--- config.mk ---
export PLATFORM = sky130hd
export DESIGN_NAME = rolling_key_byte_decrypt
export DESIGN_NICKNAME = d
export VERILOG_FILES = /design/src/rkbd_pkg.sv /design/src/rolling_key_byte_decrypt.sv /design/src/rkbd_key_mem.sv
export SDC_FILE = /design/constraint.sdc
export NUM_CORES = 2
export LEC_CHECK = 0
export BUFFER_PORTS_ARGS = -buffer_cell sky130_fd_sc_hd__buf_2
export CAP_MARGIN = 20
export CELL_PAD_IN_SITES_DETAIL_PLACEMENT = 0
export CELL_PAD_IN_SITES_GLOBAL_PLACEMENT = 1
export CORE_ASPECT_RATIO = 2
export CORE_UTILIZATION = 51
export CTS_CLUSTER_DIAMETER = 100
export CTS_CLUSTER_SIZE = 12
export DETAILED_ROUTE_END_ITERATION = 8
export GPL_TIMING_DRIVEN = 0
export PLACE_DENSITY_LB_ADDON = 0.1
export SLEW_MARGIN = 20
export SYNTH_ARGS = -nofsm -noshare
export SYNTH_HDL_FRONTEND = slang
export SYNTH_SLANG_ARGS = --single-unit
export TNS_END_PERCENT = 10
--- constraint.sdc ---
create_clock -name clk -period 4.71 [get_ports clk]
set_input_delay 0.471 -clock clk [delete_from_list [all_inputs] [get_ports clk]]
set_output_delay 0.471 -clock clk [all_outputs]
set_load 0.01 [all_outputs]
--- src/rkbd_pkg.sv ---
`timescale 1ns / 1ps

package rkbd_pkg;

    localparam int KEY_DEPTH = 256;
    localparam int KEY_AW = (KEY_DEPTH > 1) ? $clog2(KEY_DEPTH) : 1;

    localparam logic KIND_KEY  = 1'b0;
    localparam logic KIND_DATA = 1'b1;

    typedef struct packed {
        logic              en;
        logic [KEY_AW-1:0] addr;
        logic [7:0]        data;
    } key_wr_t;

endpackage

--- src/rolling_key_byte_decrypt.sv ---
`timescale 1ns / 1ps

// Rolling-key byte decryptor. Each input word is either a key byte (kind 0), which is
// stored at key_position and restarts the stream, or a cipher byte (kind 1), which
// yields plain_byte = byte_value - (key[pointer] + offset) mod 256 on the next cycle in
// the output register. One word is taken every clock, held back only when the output
// register is full and out_ready is low; the key store is prefetched at the next
// pointer so its registered read port keeps that pace. Writing key_length (0 is taken
// as 1) restarts the stream too; the user must do so with no word in flight (unenforced).
module rolling_key_byte_decrypt
    import rkbd_pkg::*;
(
    input  logic       clk,
    input  logic       rst_n,
    input  logic       cfg_write,
    input  logic [7:0] cfg_data,
    input  logic       in_valid,
    output logic       in_ready,
    input  logic       kind,
    input  logic [7:0] key_position,
    input  logic [7:0] byte_value,
    output logic       out_valid,
    input  logic       out_ready,
    output logic [7:0] plain_byte
);

    logic [7:0] key_length_reg, key_length_next;
    logic [7:0] ptr_reg, ptr_next;
    logic [7:0] limit_reg, limit_next;
    logic [7:0] offset_reg, offset_next;
    logic       out_valid_reg, out_valid_next;
    logic [7:0] plain_reg, plain_next;

    logic       in_fire;
    logic       key_fire;
    logic       data_fire;
    logic [7:0] ptr_inc;
    logic [7:0] key_byte;
    logic [7:0] key_raw;
    logic       ptr_in_range;
    key_wr_t    key_wr;

    assign in_ready  = !out_valid_reg || out_ready;
    assign in_fire   = in_valid && in_ready;
    assign key_fire  = in_fire && (kind == KIND_KEY);
    assign data_fire = in_fire && (kind == KIND_DATA);

    assign key_wr.en   = key_fire && ({1'b0, key_position} < 9'(KEY_DEPTH));
    assign key_wr.addr = key_position[KEY_AW-1:0];
    assign key_wr.data = byte_value;

    rkbd_key_mem u_key_mem (
        .clk     (clk),
        .wr      (key_wr),
        .rd_addr (ptr_next[KEY_AW-1:0]),
        .rd_data (key_raw)
    );

    assign ptr_in_range = ({1'b0, ptr_reg} < 9'(KEY_DEPTH));
    assign key_byte     = ptr_in_range ? key_raw : 8'd0;
    assign ptr_inc      = ptr_reg + 8'd1;

    always_comb
    begin
        key_length_next = key_length_reg;
        ptr_next        = ptr_reg;
        limit_next      = limit_reg;
        offset_next     = offset_reg;
        if (cfg_write)
        begin
            key_length_next = (cfg_data == 8'd0) ? 8'd1 : cfg_data;
            ptr_next        = 8'd0;
            limit_next      = key_length_next;
            offset_next     = 8'd0;
        end
        else if (key_fire)
        begin
            ptr_next    = 8'd0;
            limit_next  = key_length_reg;
            offset_next = 8'd0;
        end
        else if (data_fire)
        begin
            if (ptr_inc == limit_reg)
            begin
                ptr_next    = 8'd0;
                offset_next = offset_reg + key_length_reg;
                limit_next  = (limit_reg == 8'd1) ? key_length_reg : limit_reg - 8'd1;
            end
            else
            begin
                ptr_next = ptr_inc;
            end
        end
    end

    always_comb
    begin
        out_valid_next = out_valid_reg;
        plain_next     = plain_reg;
        if (in_ready)
        begin
            out_valid_next = data_fire;
        end
        if (data_fire)
        begin
            plain_next = byte_value - (key_byte + offset_reg);
        end
    end

    always_ff @(posedge clk or negedge rst_n)
    begin
        if (!rst_n)
        begin
            key_length_reg <= 8'd1;
            ptr_reg        <= 8'd0;
            limit_reg      <= 8'd1;
            offset_reg     <= 8'd0;
            out_valid_reg  <= 1'b0;
        end
        else
        begin
            key_length_reg <= key_length_next;
            ptr_reg        <= ptr_next;
            limit_reg      <= limit_next;
            offset_reg     <= offset_next;
            out_valid_reg  <= out_valid_next;
        end
    end

    always_ff @(posedge clk)
    begin
        plain_reg <= plain_next;
    end

    assign out_valid  = out_valid_reg;
    assign plain_byte = plain_reg;

    // pointer stays inside the current pass
    a_ptr_below_limit: assert property (@(posedge clk) disable iff (!rst_n)
        (limit_reg != 8'd0) && (ptr_reg < limit_reg))
        else $error("key pointer outside pass limit");

    a_key_restart: assert property (@(posedge clk) disable iff (!rst_n)
        key_fire && !cfg_write |=> (ptr_reg == 8'd0) && (offset_reg == 8'd0)
            && (limit_reg == key_length_reg))
        else $error("key word did not restart stream");

    a_data_result: assert property (@(posedge clk) disable iff (!rst_n)
        data_fire |=> out_valid_reg)
        else $error("data word produced no result");

    a_len_nonzero: assert property (@(posedge clk) disable iff (!rst_n)
        key_length_reg != 8'd0)
        else $error("key length is zero");

endmodule

--- src/rkbd_key_mem.sv ---
`timescale 1ns / 1ps

module rkbd_key_mem
    import rkbd_pkg::*;
(
    input  logic              clk,
    input  key_wr_t           wr,
    input  logic [KEY_AW-1:0] rd_addr,
    output logic [7:0]        rd_data
);

    logic [7:0] mem_reg [KEY_DEPTH];
    logic [7:0] rd_data_reg;

    always_ff @(posedge clk)
    begin
        if (wr.en)
        begin
            mem_reg[wr.addr] <= wr.data;
        end
    end

    // same-cycle write to the read address forwards the new byte
    always_ff @(posedge clk)
    begin
        if (wr.en && (wr.addr == rd_addr))
        begin
            rd_data_reg <= wr.data;
        end
        else
        begin
            rd_data_reg <= mem_reg[rd_addr];
        end
    end

    assign rd_data = rd_data_reg;

endmodule

==> reports/results.ini <==
[run_status]
status=finished, violations left
violations=setup timing

[placed_design]
hpwl_mm=177
io_buffer_count=38
place_ws_ns=-2.45
finalWeightedCongestion=0.907

[global_routing]
grt-ovfl-total=0
vias_in_the_first_global_route=42200
grt_max_degree=141
grt_usage_pct=31.7
first_pass_grt_wire_length_mm=343
number_of_antenna_violations_at_the_first_check_in_global_routing=9

[final_layout]
area_delta_synth_final_pct=12.9
fraction_of_final_layout_cells_sized_beyond_drive_strength_1_pct=29.8
largest_register_ffs=2048
layout_net_count=3977

[drt]
drt_first_pass_iters=5
drc=0
wl_mm=253
first_iter_violations=4466
route.detailed.wl_per_inst_um=41.9
route.vias.total=40000
route.antenna.remaining_nets=0
drt-vias-per-instance=6.62

[critical_path]
path_class=reg2reg
critical_path_peak_fanout=6
r2r_setup_slack_ns=-0.87
start_kind=flop
crit_path_end_kind=flop
critPathArrivalTime_ns=6.10
reg2reg_to=plain_byte[7]
required_time_of_the_worst_setup_path_ns=5.22
worst_r2r_path_depth=22

[floorplan]
rows=207
boundaryPins=40
die_area_um2=162000
floorplan.initialDensity_pct=51.5
die_y_um=569
fp.coreArea_um2=159000
die_width_um=286

[logic_synthesis]
syn_area_um2=82000
syn-num-nets=3652
postSynth.asyncResetShare_pct=1.57
synth.area.mux_share_pct=18.4
postSynthCellCount=3595
ys_types=58
yosys_warnings=0
synth_compound_area_share_pct=0.932
synth-adder-area-share_pct=0.485
yosys_most_used_dff=edfxtp_1
proportion_of_synthesized_chip_area_in_sequential_cells_pct=76.5
main_combinational_cell_family_by_area_after_synthesis=multiplexers
register_bit_total_from_synthesis=2097
average_cell_area_after_synthesis_um2=22.8
synth-xor-area-share_pct=0.284
synth_enable_flop_cells=2056
synthSimpleGateAreaFrac_pct=2.08

[sta]
worst_slew_pin_slew_ns=1.25
final_period_utilization_pct=119
report.final.hold_viol_count=0
max_clock_freq_mhz=179
grt_setup_unrepaired=yes
clock_skew_ns=0.0416
final.setup.worst_slack_ns=-0.872
maxSlewHeadroom_pct=16.1
final_period_minus_worst_setup_slack_ns=5.58
final_max_slew_viol_count=0
setup_viol=64

[power]
pwr_density_cell_nw_per_um2=408
power_frac_comb_pct=8.2
switching_share_pct=22.1
post_route_total_power_uw=37800
seq_power_share_pct=54.5
switching_power_uw=8360
clk_pwr_share_pct=37.2
intPower_uw=29400
max-vdd-ir-drop_mv=0.342
cellLeakagePower_uw=0.0280

[clock_network]
cts_buffers=200
root_buffer=clkbuf_16
clock_tree_buffer_depth=4
cts_tree=yes
tritoncts_num_sinks=2097
cts.htree.levels=4
clkSlewWorstSetupHoldPaths_ns=0.06
clock_latency_reported_for_the_late_side_of_the_worst_skew_pair_ns=0.85

[min_path]
hold_sp=byte_value[4]
hold_path_class=in2reg
min_to=u_key_mem.mem_reg[229][4]
holdPathStages=1

[job]
maxCapViolations=0

## cells in the final DEF, fill, tap and decap left out, types with 31 or more instances in the layout
cell type | Yosys | layout
dfrtp_1 | 31 | 31
buf_4 | 19 | 68
clkbuf_1 | 105 | 50
buf_2 | 34 | 39
mux4_2 | 653 | 653
buf_12 | 0 | 31
buf_16 | 0 | 37
edfxtp_1 | 2056 | 2056
nor2_1 | 288 | 286
clkbuf_16 | 0 | 204
clkbuf_2 | 0 | 33
mux2i_1 | 34 | 34
nand2_1 | 55 | 54
## critical path: stages, from the launching register on
cell and delay (ns):
dfxtp_2 0.35, buf_12 0.15, buf_16 0.17, buf_16 0.22, buf_16 0.16, buf_12 0.11, buf_12 0.13, mux4_2 0.55
mux4_2 0.54, mux4_2 0.57, a22oi_2 0.30, nand2_2 0.16, ha_1 0.33, inv_2 0.05, ha_1 0.27, o21a_1 0.11
o21ai_2 0.15, a21boi_2 0.09, o21ai_2 0.17, a21boi_2 0.11, nor4_2 0.25, a311oi_2 0.09, xor2_1 0.19
## area by class of cell
type | count | area [um^2]
repair buffers | 123 | 1470
clock buffers | 220 | 5120
fillers | 11400 | 66700
plain buffers | 199 | 2120
multi-input cells | 1270 | 18400
diodes | 2 | 5.00
flip-flops and latches | 2097 | 62700
well taps | 2090 | 2620
clock inverters | 3 | 30.0
inverters | 29 | 109
## how the worst max path moves through the flow
| stage | end | cells after the start | slack [ns] | start |
|---|---|---|---|---|
| floorplan | plain_byte[7] | 20 | -0.01 | flop |
| global placement | plain_byte[7] | 19 | -3.68 | flop |
| detailed placement | plain_byte[7] | 15 | -2.45 | flop |
| CTS | plain_byte[7] | 18 | -0.84 | flop |
| global route | plain_byte[7] | 20 | -0.95 | flop |
| finish | plain_byte[7] | 22 | -0.87 | flop |
## timing repair
item | in CTS | in global routing
endpoints found under the hold margin | 49 | 0
gates cloned | 3 | 0
pin swaps | 17 | 1
setup endpoints to repair | 8 | 8
hold buffers | 11 | 0
setup buffers | 50 | 0
gates resized for setup | 239 | 4
## cell usage after synthesis (all sizes together), types with 9 or more instances
cell type  instances  area (um^2)
nand3             16         80.1
xor2               9         78.8
o21ai             33          165
mux2i             34          340
nand2             55          206
ha                19          238
mux4             653        14700
nor2b             11         68.8
dfrtp             31          776
nor2             288         1080
clkbuf           105          394
buf               94          564
inv               29          109
nor3              11         55.1
edfxtp          2056        61700
a21oi             17         85.1
xnor2             15          131
## per-stage QoR
stage               utilization [%]  setup TNS [ns]  area [um^2]  instances  hold slack [ns]
floorplan                         -         -0.0108        82300       3595            0.175
global placement               53.4         -205.69        85100       5723            0.508
detailed placement             53.9          -22.42        85800       5743            0.506
CTS                            58.1           -3.57        92600       6030           0.0388
global route                   58.1           -4.21        92600       6033           0.0718
finish                         58.1           -4.92        92600       6033           0.0651
## power groups by stage
stage / Combinational (uW) / Sequential, uW / Clock, uW
after CTS: 3100 / 20600 / 14200
after detailed placement: 2800 / 21000 / 0
after global routing: 3190 / 20600 / 14700
final: 3110 / 20600 / 14100
after floorplan: 1470 / 21000 / 0
after global placement: 2690 / 21100 / 0
## cell families after synthesis
logic type / after synthesis
flip-flops: 2097
multiplexers: 691
AND/OR/NAND/NOR: 412
buffers and inverters: 228
AO/OA/AOI/OAI: 115
adder cells (fa/ha/maj): 27
XOR/XNOR: 25
## routing by layer
layer,vias to the layer above,global-route usage (%),share of wire [%]
met5,-,0,0.0051
met4,2,22.7,8.6
met3,631,4.46,6.1
met2,2011,57.9,55
met1,21600,33.0,31
li1,15700,-,-
Power figures use the tool's default switching activity.
